<file path="config.mk">
export PLATFORM = sky130hd
export DESIGN_NAME = fm_voice_vu_meter_unit
export DESIGN_NICKNAME = d
export VERILOG_FILES = /design/src/hdl/fmvu_pkg.sv /design/src/hdl/fm_voice_vu_meter_unit.sv /design/src/hdl/fmvu_level_unit.sv
export SDC_FILE = /design/constraint.sdc
export NUM_CORES = 2
export LEC_CHECK = 0
export BUFFER_PORTS_ARGS = -buffer_cell sky130_fd_sc_hd__buf_2
export CORE_MARGIN = 4
export CORE_UTILIZATION = 50
export CTS_BUF_LIST = sky130_fd_sc_hd__clkbuf_8
export DETAILED_ROUTE_END_ITERATION = 16
export GPL_ROUTABILITY_DRIVEN = 1
export PLACE_DENSITY = 0.78
export SYNTH_ARGS = -nofsm -noshare
export SYNTH_HDL_FRONTEND = slang
export SYNTH_SLANG_ARGS = --single-unit
</file>
<file path="constraint.sdc">
create_clock -name clk -period 26.2 [get_ports clk]
set_clock_uncertainty 0.1 [all_clocks]
set_input_delay 2.62 -clock clk [delete_from_list [all_inputs] [get_ports clk]]
set_output_delay 2.62 -clock clk [all_outputs]
set_load 0.01 [all_outputs]
</file>
<file path="src/hdl/fmvu_pkg.sv">
// ----------------------------------------------------------------------------
// fmvu_pkg
// Types and constants shared by the FM voice activity meter: item payloads,
// the log table and the DAC level thresholds.
// ----------------------------------------------------------------------------
package fmvu_pkg;

  typedef struct packed {
    logic              cmd;
    logic [1:0]        chip;
    logic [2:0]        channel;
    logic [2:0]        algorithm;
    logic signed [7:0] op_sample_0;
    logic signed [7:0] op_sample_1;
    logic signed [7:0] op_sample_2;
    logic signed [7:0] op_sample_3;
    logic [7:0]        dac_value;
    logic              dac_en;
  } in_t;

  typedef struct packed {
    logic [7:0] op_level_0;
    logic [7:0] op_level_1;
    logic [7:0] op_level_2;
    logic [7:0] op_level_3;
    logic [7:0] channel_level;
    logic [8:0] dac_level;
    logic       dac_playing;
  } out_t;

  // item commands
  localparam logic CMD_CHANNEL = 1'b0;
  localparam logic CMD_DAC     = 1'b1;

  localparam logic [2:0] LAST_CHANNEL = 3'd5;
  localparam logic [1:0] LAST_OP      = 2'd3;
  localparam logic [7:0] DAC_DECAY_RESET = 8'd50;
  localparam logic [9:0] MAG_CLAMP       = 10'h01F;

  // dac distance thresholds and levels
  localparam logic [7:0] DAC_HI_0 = 8'hC0;
  localparam logic [7:0] DAC_LO_0 = 8'h40;
  localparam logic [7:0] DAC_HI_1 = 8'hA0;
  localparam logic [7:0] DAC_LO_1 = 8'h60;
  localparam logic [7:0] DAC_HI_2 = 8'h90;
  localparam logic [7:0] DAC_LO_2 = 8'h70;
  localparam logic [8:0] DAC_LVL_0 = 9'h1FF;
  localparam logic [8:0] DAC_LVL_1 = 9'h0FF;
  localparam logic [8:0] DAC_LVL_2 = 9'h07F;
  localparam logic [8:0] DAC_LVL_3 = 9'h03F;

  // ceil(log1.5(n+1) * 29.8)
  localparam logic [7:0] LOG_TABLE [32] = '{
    8'd0,   8'd51,  8'd81,  8'd102, 8'd119, 8'd132, 8'd144, 8'd153,
    8'd162, 8'd170, 8'd177, 8'd183, 8'd189, 8'd194, 8'd200, 8'd204,
    8'd209, 8'd213, 8'd217, 8'd221, 8'd224, 8'd228, 8'd231, 8'd234,
    8'd237, 8'd240, 8'd243, 8'd245, 8'd248, 8'd250, 8'd253, 8'd255
  };

endpackage

</file>
<file path="src/hdl/fm_voice_vu_meter_unit.sv">
// ----------------------------------------------------------------------------
// fm_voice_vu_meter_unit
// Peak-hold activity meters for FM operators, channels and the DAC.
// ----------------------------------------------------------------------------
// Input channel (in_valid / in_stall / in_data) takes one item at a time:
// a channel item updates four operator meters and one channel meter, a DAC
// item updates the chip's DAC meter. Each item gives one result item on the
// output channel (out_valid / out_stall / out_data).
// A channel item goes through these steps from acceptance to the result
// register: the four operators go one after another through a single level
// unit, each with a registered read of the operator meter memory and an
// update step, then the channel sum takes one more pass and the output state
// loads the result. A DAC item goes through the DAC update and then the
// output state, an item with a chip or channel out of range straight to the
// output state. A new item is taken only once the result is loaded and the
// sequencer is back in idle.
// in_stall is high while an item is being worked on; the next item can be
// taken while the previous result still waits in the output register.
// If the receiver stalls, the result holds and the sequencer waits in its
// output state. Reset clears all meters (operator meters through per-entry
// valid bits) and sets the DAC decay register to 50; no clearing pass.
// The DAC decay register is written through cfg_wr_en / cfg_wr_data.
// ----------------------------------------------------------------------------
module fm_voice_vu_meter_unit #(
  parameter int CHIP_COUNT = 4
) (
  input  logic              clk,
  input  logic              rst_n,
  input  logic              in_valid,
  output logic              in_stall,
  input  fmvu_pkg::in_t     in_data,
  output logic              out_valid,
  input  logic              out_stall,
  output fmvu_pkg::out_t    out_data,
  input  logic              cfg_wr_en,
  input  logic [7:0]        cfg_wr_data
);

  // chip field is two bits, so at most four chips are reachable
  localparam int CHIPS    = (CHIP_COUNT < 4) ? CHIP_COUNT : 4;
  localparam int OP_DEPTH = CHIPS * 24;
  localparam int OP_AW    = $clog2(OP_DEPTH);
  localparam int CH_DEPTH = CHIPS * 6;
  localparam int CH_AW    = $clog2(CH_DEPTH);
  localparam int CI_W     = (CHIPS > 1) ? $clog2(CHIPS) : 1;
  localparam logic [2:0] CHIPS_W = 3'(CHIPS);

  typedef enum logic [5:0] {
    S_IDLE = 6'b000001,
    S_RD   = 6'b000010,
    S_UPD  = 6'b000100,
    S_CHAN = 6'b001000,
    S_DAC  = 6'b010000,
    S_OUT  = 6'b100000
  } st_t;

  st_t                st_r, st_nxt;
  fmvu_pkg::in_t      item_r;
  logic               bad_r;
  logic [1:0]         op_r;
  logic signed [9:0]  sum_r;
  logic [OP_AW-1:0]   addr_r;
  logic [7:0]         rd_data_r;
  logic [7:0]         lvl_r [4];
  logic [7:0]         chan_lvl_r;
  logic [7:0]         decay_r;

  logic [7:0]         op_mem [OP_DEPTH];
  logic [OP_DEPTH-1:0] op_vld_r;
  logic [7:0]         chan_mtr_r [CH_DEPTH];

  logic [7:0]         last_r [CHIPS];
  logic [7:0]         idle_r [CHIPS];
  logic [8:0]         dmtr_r [CHIPS];
  logic [CHIPS-1:0]   dact_r;

  logic               out_valid_r;
  fmvu_pkg::out_t     out_data_r;

  logic               accept;
  logic               out_load;
  logic               in_bad;
  logic [7:0]         op_addr_full;
  logic [OP_AW-1:0]   op_addr;
  logic [5:0]         ci_full;
  logic [CH_AW-1:0]   ci;
  logic [CI_W-1:0]    c;
  logic signed [7:0]  samp;
  logic signed [9:0]  samp_x;
  logic               carrier;
  logic signed [9:0]  u_operand;
  logic [7:0]         u_cur;
  logic [7:0]         u_level;

  logic               d_playing;
  logic [8:0]         d_lvl;
  logic [7:0]         d_idle_inc;
  logic [8:0]         d_mtr_nxt;
  logic [7:0]         d_idle_nxt;
  fmvu_pkg::out_t     out_nxt;

  assign accept   = in_valid && !in_stall;
  assign in_stall = (st_r != S_IDLE);
  assign out_load = (st_r == S_OUT) && (!out_valid_r || !out_stall);
  assign out_valid = out_valid_r;
  assign out_data  = out_data_r;

  assign in_bad = ({1'b0, in_data.chip} >= CHIPS_W) ||
                  ((in_data.cmd == fmvu_pkg::CMD_CHANNEL) &&
                   (in_data.channel > fmvu_pkg::LAST_CHANNEL));

  assign op_addr_full = 8'(item_r.chip) * 8'd24 + 8'(item_r.channel) * 8'd4 + 8'(op_r);
  assign op_addr      = op_addr_full[OP_AW-1:0];
  assign ci_full      = 6'(item_r.chip) * 6'd6 + 6'(item_r.channel);
  assign ci           = ci_full[CH_AW-1:0];
  assign c            = item_r.chip[CI_W-1:0];

  always_comb begin
    case (op_r)
      2'd0:    samp = item_r.op_sample_0;
      2'd1:    samp = item_r.op_sample_1;
      2'd2:    samp = item_r.op_sample_2;
      default: samp = item_r.op_sample_3;
    endcase
    samp_x = {{2{samp[7]}}, samp};
    carrier = (op_r == 2'd3) ||
              ((op_r == 2'd2) && (item_r.algorithm >= 3'd5)) ||
              ((op_r == 2'd1) && (item_r.algorithm >= 3'd4)) ||
              ((op_r == 2'd0) && (item_r.algorithm == 3'd7));
    if (st_r == S_CHAN) begin
      u_operand = sum_r;
      u_cur     = chan_mtr_r[ci];
    end else begin
      u_operand = samp_x;
      u_cur     = op_vld_r[addr_r] ? rd_data_r : 8'd0;
    end
  end

  fmvu_level_unit u_level_unit (
    .operand (u_operand),
    .cur     (u_cur),
    .level   (u_level)
  );

  // dac meter update for the item's chip
  always_comb begin
    d_playing  = item_r.dac_en && (item_r.dac_value != last_r[c]);
    d_idle_inc = idle_r[c] + 8'd1;
    if (item_r.dac_value >= fmvu_pkg::DAC_HI_0 || item_r.dac_value < fmvu_pkg::DAC_LO_0) begin
      d_lvl = fmvu_pkg::DAC_LVL_0;
    end else if (item_r.dac_value >= fmvu_pkg::DAC_HI_1 ||
                 item_r.dac_value < fmvu_pkg::DAC_LO_1) begin
      d_lvl = fmvu_pkg::DAC_LVL_1;
    end else if (item_r.dac_value >= fmvu_pkg::DAC_HI_2 ||
                 item_r.dac_value < fmvu_pkg::DAC_LO_2) begin
      d_lvl = fmvu_pkg::DAC_LVL_2;
    end else begin
      d_lvl = fmvu_pkg::DAC_LVL_3;
    end
    d_mtr_nxt  = dmtr_r[c];
    d_idle_nxt = idle_r[c];
    if (d_playing) begin
      d_mtr_nxt  = d_lvl;
      d_idle_nxt = 8'd0;
    end else if (!item_r.dac_en) begin
      d_mtr_nxt = 9'd0;
    end else if (d_idle_inc > decay_r) begin
      d_mtr_nxt  = {1'b0, dmtr_r[c][8:1]};
      d_idle_nxt = 8'd0;
    end else begin
      d_idle_nxt = d_idle_inc;
    end
  end

  always_comb begin
    st_nxt = st_r;
    unique case (st_r)
      S_IDLE: begin
        if (accept) begin
          if (in_bad) begin
            st_nxt = S_OUT;
          end else if (in_data.cmd == fmvu_pkg::CMD_DAC) begin
            st_nxt = S_DAC;
          end else begin
            st_nxt = S_RD;
          end
        end
      end
      S_RD:   st_nxt = S_UPD;
      S_UPD:  st_nxt = (op_r == fmvu_pkg::LAST_OP) ? S_CHAN : S_RD;
      S_CHAN: st_nxt = S_OUT;
      S_DAC:  st_nxt = S_OUT;
      S_OUT:  st_nxt = out_load ? S_IDLE : S_OUT;
      default: st_nxt = S_IDLE;
    endcase
  end

  always_comb begin
    out_nxt = '0;
    if (!bad_r) begin
      if (item_r.cmd == fmvu_pkg::CMD_CHANNEL) begin
        out_nxt.op_level_0    = lvl_r[0];
        out_nxt.op_level_1    = lvl_r[1];
        out_nxt.op_level_2    = lvl_r[2];
        out_nxt.op_level_3    = lvl_r[3];
        out_nxt.channel_level = chan_lvl_r;
      end
      out_nxt.dac_level   = dmtr_r[c];
      out_nxt.dac_playing = dact_r[c];
    end
  end

  // control and meter state
  always_ff @(posedge clk) begin
    if (!rst_n) begin
      st_r        <= S_IDLE;
      out_valid_r <= 1'b0;
      decay_r     <= fmvu_pkg::DAC_DECAY_RESET;
      op_vld_r    <= '0;
      dact_r      <= '0;
      for (int i = 0; i < CH_DEPTH; i++) begin
        chan_mtr_r[i] <= 8'd0;
      end
      for (int i = 0; i < CHIPS; i++) begin
        last_r[i] <= 8'd0;
        idle_r[i] <= 8'd0;
        dmtr_r[i] <= 9'd0;
      end
    end else begin
      st_r <= st_nxt;
      if (cfg_wr_en) begin
        decay_r <= cfg_wr_data;
      end
      if (out_load) begin
        out_valid_r <= 1'b1;
      end else if (!out_stall) begin
        out_valid_r <= 1'b0;
      end
      if (st_r == S_UPD) begin
        op_vld_r[addr_r] <= 1'b1;
      end
      if (st_r == S_CHAN) begin
        chan_mtr_r[ci] <= u_level;
      end
      if (st_r == S_DAC) begin
        dact_r[c] <= d_playing;
        dmtr_r[c] <= d_mtr_nxt;
        idle_r[c] <= d_idle_nxt;
        last_r[c] <= item_r.dac_value;
      end
    end
  end

  // operator meter memory, registered read
  always_ff @(posedge clk) begin
    if (st_r == S_UPD) begin
      op_mem[addr_r] <= u_level;
    end
    if (st_r == S_RD) begin
      rd_data_r <= op_mem[op_addr];
    end
  end

  // item and datapath registers
  always_ff @(posedge clk) begin
    if (accept) begin
      item_r <= in_data;
      bad_r  <= in_bad;
      op_r   <= 2'd0;
      sum_r  <= 10'sd0;
    end
    if (st_r == S_RD) begin
      addr_r <= op_addr;
    end
    if (st_r == S_UPD) begin
      lvl_r[op_r] <= u_level;
      sum_r       <= sum_r + (carrier ? samp_x : 10'sd0);
      op_r        <= op_r + 2'd1;
    end
    if (st_r == S_CHAN) begin
      chan_lvl_r <= u_level;
    end
    if (out_load) begin
      out_data_r <= out_nxt;
    end
  end

  // a valid DAC item goes straight to the DAC update
  a_dac_path: assert property (@(posedge clk) disable iff (!rst_n)
    accept && !in_bad && (in_data.cmd == fmvu_pkg::CMD_DAC) |=> st_r == S_DAC)
    else $error("valid dac item did not enter dac update");

  // the channel pass follows the fourth operator
  a_op_count: assert property (@(posedge clk) disable iff (!rst_n)
    (st_r == S_UPD) && (op_r == fmvu_pkg::LAST_OP) |=> st_r == S_CHAN)
    else $error("operator sequence did not end after four operators");

  // a new result appears only from the output state
  a_out_src: assert property (@(posedge clk) disable iff (!rst_n)
    $rose(out_valid_r) |-> $past(st_r == S_OUT))
    else $error("result raised outside output state");

endmodule

</file>
<file path="src/hdl/fmvu_level_unit.sv">
// ----------------------------------------------------------------------------
// fmvu_level_unit
// Shared meter unit: magnitude, clamp to 31, log table, then peak hold
// against the current meter value with a decay of one.
// ----------------------------------------------------------------------------
module fmvu_level_unit (
  input  logic signed [9:0] operand,
  input  logic [7:0]        cur,
  output logic [7:0]        level
);

  logic [9:0] mag;
  logic [4:0] idx;
  logic [7:0] lg;

  always_comb begin
    // -512 maps to 10'h200, read as unsigned it is 512
    mag = operand[9] ? (~operand + 10'd1) : operand;
    idx = (mag > fmvu_pkg::MAG_CLAMP) ? 5'h1F : mag[4:0];
    lg  = fmvu_pkg::LOG_TABLE[idx];
    if (lg > cur) begin
      level = lg;
    end else begin
      level = (cur != 8'd0) ? (cur - 8'd1) : 8'd0;
    end
  end

endmodule

</file>
### Yosys cells after proc, flatten, opt, wreduce, memory -nomap -nowiden

Memory sizes are Yosys's and may differ from the RTL's. A register that Yosys moved wholly into a read port is not among the register bits.
Cells that the tools add are included.

| storage, ports and cells | value |
|---|---|
| register bits after elaboration | 211 |
| RAM bits | 1092 |
| ROM bits | 256 |
| input bits | 63 |
| output and inout bits | 52 |
| memories | 7 |

| cells by class | value |
|---|---|
| $add $sub $neg | 8 |
| $mul | 2 |
| $lt $le $gt $ge | 17 |
| eq/ne operators | 14 |
| muxes and demuxes | 65 |
| bitwise gates (word level) | 4 |
| reduce and logical (&&, ||, !) cells | 28 |

Memories:

| memory | depth | width | rd ports | clocked after memory_dff | wr ports | RTL line | RTL |
|---|---|---|---|---|---|---|---|
| op_mem | 96 | 8 | 1 | 1 | 1 | fm_voice_vu_meter_unit.sv:68 | `logic [7:0] op_mem [OP_DEPTH];` |
| (name not given) | 32 | 8 | 1 | 0 | 0 | fmvu_level_unit.sv:20 | `lg = fmvu_pkg::LOG_TABLE[idx];` |
| chan_mtr_r | 24 | 8 | 1 | 0 | 24 | fm_voice_vu_meter_unit.sv:70 | `logic [7:0] chan_mtr_r [CH_DEPTH];` |
| dmtr_r | 4 | 9 | 1 | 1 | 4 | fm_voice_vu_meter_unit.sv:74 | `logic [8:0] dmtr_r [CHIPS];` |
| idle_r | 4 | 8 | 1 | 1 | 4 | fm_voice_vu_meter_unit.sv:73 | `logic [7:0] idle_r [CHIPS];` |
| last_r | 4 | 8 | 1 | 1 | 4 | fm_voice_vu_meter_unit.sv:72 | `logic [7:0] last_r [CHIPS];` |
| 1 more memories | n/a | n/a | n/a | n/a | n/a | n/a |  |

Operators with widths:

| kind | number |
|---|---|
| two-way mux 8 bit | 13 |
| bitwise OR 96 bit | 1 |
| two-way mux 10 bit | 5 |
| two-way mux 9 bit | 5 |
| case mux 6 bit (5 select lines) | 1 |
| greater-or-equal comparator 8 bit (second input constant) | 3 |
| < comparator 8 x 7 -> 1 bit (second input constant) | 3 |
| case mux 8 bit (3 select lines) | 1 |
| OR reduction 8 bit | 3 |
| two-way mux 1 bit | 19 |
| two-way mux 6 bit | 3 |
| greater-than comparator 8 bit | 2 |
| two-way mux 2 bit | 8 |
| two-way mux 5 bit | 3 |
| adder 10 x 1 -> 10 bit (second input constant) | 1 |
| adder 10 bit | 1 |
| greater-than comparator 10 x 5 -> 1 bit (second input constant) | 1 |
| NOT 10 bit | 1 |
| logical AND 1 bit | 9 |
| OR reduction 9 bit | 1 |
| adder 8 x 1 -> 8 bit (second input constant) | 1 |
| < comparator 7 x 8 -> 1 bit (second input constant) | 1 |
| multiplier 2 x 2 -> 4 bit (second input constant) | 2 |
| inequality test 8 bit | 1 |
| 38 further kinds | 49 |

### Depth between registers and ports, before layout

| depth | value |
|---|---|
| word-level depth | 15 |
| gate-level depth with buffers | 34 |

### Modules after synthesis

Synthesis repeated with hierarchy kept, for this count alone.

| unflattened totals | value |
|---|---|
| cell total of the unflattened synthesis | 3270 |
| area total of the unflattened synthesis | 58135.8 um^2 |

Modules (own cells, without submodules):

| module | times used | cells an instance | area each (um^2) | seq. area each (um^2) |
|---|---|---|---|---|
| fm_voice_vu_meter_unit | 1 | 3108 | 56934.6 | 41139.5 |
| fmvu_level_unit | 1 | 162 | 1201.2 | 0.0 |

### Least setup slack after synthesis

No wires, ideal clock.

| path | value |
|---|---|
| path type | register to register |
| from | register op_r[0] |
| to | register chan_lvl_r[3] (data pin) |
| library setup time | 0.707 ns |
| data arrival time | 9.372 ns |
| path slack | 16.021 ns |
| stages on the path, launching flop included | 32 |
| buffers on the path | 7 |
| period minus slack after synthesis | 10.179 ns |
| cell sequence | edfxtp_1 clkbuf_1 buf_1 clkbuf_1 inv_1 ha_1 clkbuf_1 a222oi_1 mux2i_1 mux2i_1 and3_1 nand3_1 mux2_2 o21a_1 clkbuf_1 nand2b_1 inv_1 ha_1 nor2_1 o311ai_0 a21o_1 ha_1 nor2b_1 o21a_1 o21a_1 o21a_1 o21bai_1 a22o_1 buf_2 mux2_2 buf_2 nor2_1 |

| on the way | value |
|---|---|
| longest elaborated chain between the ends | 14 |
| elaborated cells between the ends (all ways) | 16 |
| classes of those cells | add/sub (1); order compare (2); eq/ne (2); mux (7); bitwise (2); reduce/logical (1); memory (1) |

Ends and longest elaborated chain:

| item | RTL line | RTL |
|---|---|---|
| from (decl) | fm_voice_vu_meter_unit.sv:60 | `logic [1:0] op_r;` |
| from (signal assigned) | fm_voice_vu_meter_unit.sv:278 | `op_r <= op_r + 2'd1;` |
| equality test 2 bit (tied with other cells) | fm_voice_vu_meter_unit.sv:119 | `case (op_r)` |
| case mux 8 bit (3 select lines) (*) | fm_voice_vu_meter_unit.sv:119 |  |
| two-way mux 10 bit (*) | fm_voice_vu_meter_unit.sv:130 | `if (st_r == S_CHAN) begin` |
| NOT 10 bit | fmvu_level_unit.sv:18 | `mag = operand[9] ? (~operand + 10'd1) : operand;` |
| adder 10 x 1 -> 10 bit | fmvu_level_unit.sv:18 |  |
| two-way mux 10 bit (*) | fmvu_level_unit.sv:18 |  |
| greater-than comparator 10 x 5 -> 1 bit | fmvu_level_unit.sv:19 | `idx = (mag > fmvu_pkg::MAG_CLAMP) ? 5'h1F : mag[4:0];` |
| two-way mux 5 bit (*) | fmvu_level_unit.sv:19 |  |
| NOT 5 -> 6 bit (implied by the code) (*) | fmvu_level_unit.sv:20 |  |
| memory read (32 x 8 bit) (*) | n/a |  |
| two-way mux 8 bit (implied by the code) (*) (2 in series) | fmvu_level_unit.sv:20 |  |
| greater-than comparator 8 bit | fmvu_level_unit.sv:21 | `if (lg > cur) begin` |
| two-way mux 8 bit (*) | fmvu_level_unit.sv:21 |  |
| named net u_level[3] | fm_voice_vu_meter_unit.sv:93 | `logic [7:0] u_level;` |
| to (signal assigned) | fm_voice_vu_meter_unit.sv:281 | `chan_lvl_r <= u_level;` |
| to (decl) | fm_voice_vu_meter_unit.sv:65 | `logic [7:0] chan_lvl_r;` |

Mark *: on every way through the listed nets, which the timed path passes. The rest lies on a longest branch. The select of a mux whose other input is x is not followed.
A chain may end at the register's enable or synchronous reset.

### Worst setup path in the final report

| path | value |
|---|---|
| from | register op_r[1] |
| to | memory op_mem[94][2] (data pin) |

| on the way | value |
|---|---|
| longest elaborated chain between the ends | 14 |
| elaborated cells between the ends (all ways) | 16 |
| classes of those cells | add/sub (1); order compare (2); eq/ne (2); mux (7); bitwise (2); reduce/logical (1); memory (1) |

Ends and longest elaborated chain:

| item | RTL line |
|---|---|
| equality test 2 bit (tied with other cells) | fm_voice_vu_meter_unit.sv:119 |
| case mux 8 bit (3 select lines) (*) | fm_voice_vu_meter_unit.sv:119 |
| two-way mux 10 bit (*) | fm_voice_vu_meter_unit.sv:130 |
| NOT 10 bit | fmvu_level_unit.sv:18 |
| adder 10 x 1 -> 10 bit | fmvu_level_unit.sv:18 |
| two-way mux 10 bit (*) | fmvu_level_unit.sv:18 |
| greater-than comparator 10 x 5 -> 1 bit | fmvu_level_unit.sv:19 |
| two-way mux 5 bit (*) | fmvu_level_unit.sv:19 |
| NOT 5 -> 6 bit (implied by the code) (*) | fmvu_level_unit.sv:20 |
| memory read (32 x 8 bit) (*) | n/a |
| two-way mux 8 bit (implied by the code) (*) (2 in series) | fmvu_level_unit.sv:20 |
| greater-than comparator 8 bit | fmvu_level_unit.sv:21 |
| two-way mux 8 bit (*) | fmvu_level_unit.sv:21 |
| named net u_level[2] | fm_voice_vu_meter_unit.sv:93 |
| to (decl) | fm_voice_vu_meter_unit.sv:68 |

Marked as above.

==> out/metrics.cfg <==
[sta]
rsz0062_at_grt=no
hold_violations=0
relSlewSlack_pct=15.4
finalSetupTns_ps=0
tightest_slew_ps=1260
max_freq_ghz=0.111
min_period_over_period_pct=34.4
fin_crit_ps=9020
setup_violations=0
drv_slew=0

[power_and_ir_drop]
p_seq_share_pct=51.2
p_leak_nw=21.8
swShare_pct=28.2
powerDensity_nw_per_um2=82.8
power_mw=5.34
internal_power_mw=3.83
clock_power_share_pct=32.0
ir_drop_mv=0.0842
pwr-share-comb_pct=16.8
netSwitchingPower_mw=1.51

[global_routing]
antenna_found_initial=2
grt_max_degree=110
use_met2_pct=33.6
grt_remaining_overflow=0
grt_use_met1_pct=28.8
top_usage_layer=met2
grt_usage_pct=21.1
grt_use_met3_pct=4.49
grt_pass1_wl_mm=197
grt_pass1_vias=32100

[run_status]
outcome=completed

[floorplan]
initial_core_util_pct=50.3
row_count=125
chipWidth_um=350
io_pins=115
core-area_um2=116000
die_y_um=350
dieArea_um2=122000

[drt]
drtPass1Iterations=8
routed_via_density=6.04
wl_per_cell_um=24.5
ant_nets=0
routed-via-count=31700
drt_iter0_drc=3752
drc=0
drt-total-wl_mm=129

[clock_network]
cts_root_buf=clkbuf_8
clkSinkCount=1409
cts_setup_buffers=0
clockBufferDepth=3
htree_levels=4
cts_tree=done
clk_pin_slew_ps=60
cts_buffers=212
clock_latency_ps=940
cts_resized=0
cts_hold_buf=0

[critical_path]
rr_worst_depth=27
crit_type=reg2reg
worstSetupEndpointType=flop
critPathLaunchType=flop
cp.required_ps=26670
critPathArrivalTime_ps=9490
crit_fanout=57

[hold_path]
holdPathStages=1
hp-class=reg2reg

[layout]
final_util_pct=55.5
nFillCells=8574
fin_nets=3663
syn2layout_area_growth_pct=10.3
drive_above_1_share_pct=22.9

[logic_synthesis]
synth-edff-count=1292
ys.flop_type=edfxtp_1
synth_top_family_by_area=multiplexers
ys_seq_elements=1409
synth_compound_area_share_pct=4.82
synth-xor-area-share_pct=0.464
synth_nets=3496
ys_warn_count=0
netlist_instances=3380
yosys.area_share.adder_pct=1.16
synth_top_cell_by_area=edfxtp_1
synthMuxAreaShare_pct=14.3
synthesis.area_um2=58500
synthTopCellsByArea=edfxtp_1, mux4_2, dfxtp_1
synth-simple-area-share_pct=6.81
synth_top_area_share_pct=66.4
synthArstFlopShare_pct=0
synth-seq-area-share_pct=70.4
ys_types=92
postSynthAreaPerCell_um2=17.3

[job]
max-cap-violations=0

[placement]
portBuffers=114
place.gp.congestion=0.872
post-dp-hpwl_mm=79.6

[path summary, 6_finish.rpt]
kind / slack, ps / start / end
setup / recovery: 17180 / op_r[1] / op_mem[94][2]
hold / removal: 370 / op_vld_r[20] / op_vld_r[20]
setup reg to reg: 17180 / op_r[1] / op_mem[94][2]
hold reg to reg: 370 / op_vld_r[20] / op_vld_r[20]
[state kept, by name (all words and copies together) (netlist names), 10 cells and up, named ones only]
name,count
sum_r,10
op_mem,768
out_data,50
item_r,48
last_r,32
idle_r,32
lvl_r,32
op_vld_r,96
chan_mtr_r,256
dmtr_r,36
[per-stage QoR]
step	std cells	cell area (µm²)	setup slack (ps)	hold WS (ps)
floorplan	3380	58500	16020	321
global placement	4857	60400	17580	341
detailed placement	4857	60400	17360	349
CTS	5245	64500	17350	366
global route	5246	64500	16690	377
finish	5246	64500	17180	365
[layout make-up]
type                            instances  area [µm²]  share of cell area [%]
Antenna cell                            1        2.50                 0.00388
Clock buffer                          223        3070                    4.76
Clock inverter                        165         973                    1.51
Inverter                               68         260                   0.404
Multi-Input combinational cell       1697       16200                    25.1
Sequential cell                      1409       41100                    63.8
Tap cell                             1524        1910                    2.96
Timing Repair Buffer                  159         948                    1.47
[power by group through the flow]
stage / Clock (mW) / Sequential [mW] / Combinational [mW]
after floorplan: 0 / 2.78 / 0.606
after global placement: 0 / 2.78 / 0.866
after detailed placement: 0 / 2.78 / 0.898
after CTS: 1.73 / 2.73 / 0.899
after global routing: 1.84 / 2.74 / 0.968
final: 1.71 / 2.73 / 0.898
[synth_stat cells, drive strengths merged (67+ instances only)]
master / number
mux2i: 102
inv: 67
a21oi: 67
mux4: 316
clkbuf: 122
edfxtp: 1292
o21a: 104
nand2: 134
dfxtp: 117
and2: 79
nor3: 136
nor2: 282
buf: 84
[layout by cell type (no fill, tap or decap), types with 17 or more instances in the layout]
cell	netlist	routed
a21oi_1	67	66
a222oi_1	18	18
and2_1	78	78
buf_2	30	113
buf_4	12	43
clkbuf_8	0	223
clkinv_1	1	51
clkinv_2	0	28
dfxtp_1	117	116
edfxtp_1	1292	1292
ha_1	51	50
inv_1	61	129
mux2_2	17	17
mux2i_1	101	101
mux4_2	316	316
nand2_1	133	133
nand3_1	51	51
nor2_1	279	273
nor2b_1	40	40
nor3_1	95	95
nor3_2	41	40
o21a_1	104	104
o21ai_0	33	32
xnor2_1	22	22
[critical path, stage by stage, from the launching register on]
cell	delay, ps
edfxtp_1	360
buf_4	620
ha_1	910
nor2b_1	230
a21oi_1	50
a22o_1	250
inv_2	100
and3_1	170
nand3_1	100
mux2_2	310
o21a_1	300
nor2_1	280
inv_1	100
ha_1	280
and2_1	140
a211oi_1	210
a21oi_1	70
a211oi_1	550
ha_1	260
nor2b_1	50
o21a_1	160
o21a_1	160
o21a_1	160
o21bai_1	200
a22oi_1	310
a2bb2oi_4	740
clkinv_2	820
buf_4	560
[routing by layer]
metal,up-vias,wire length [µm]
met3,258,10300
met4,2,4760
met1,16200,50700
met5,-,10
li1,13700,-
met2,1478,62900
[kinds of logic after synthesis]
logic type / Yosys count
and+or+nand+nor: 797
xor gates and xnor gates: 31
adders and majority gates: 53
muxes: 436
DFF: 1409
buffers and inverters: 274
AOI/OAI and AO/OA: 380
No activity file was read; power rests on OpenSTA's default activity.
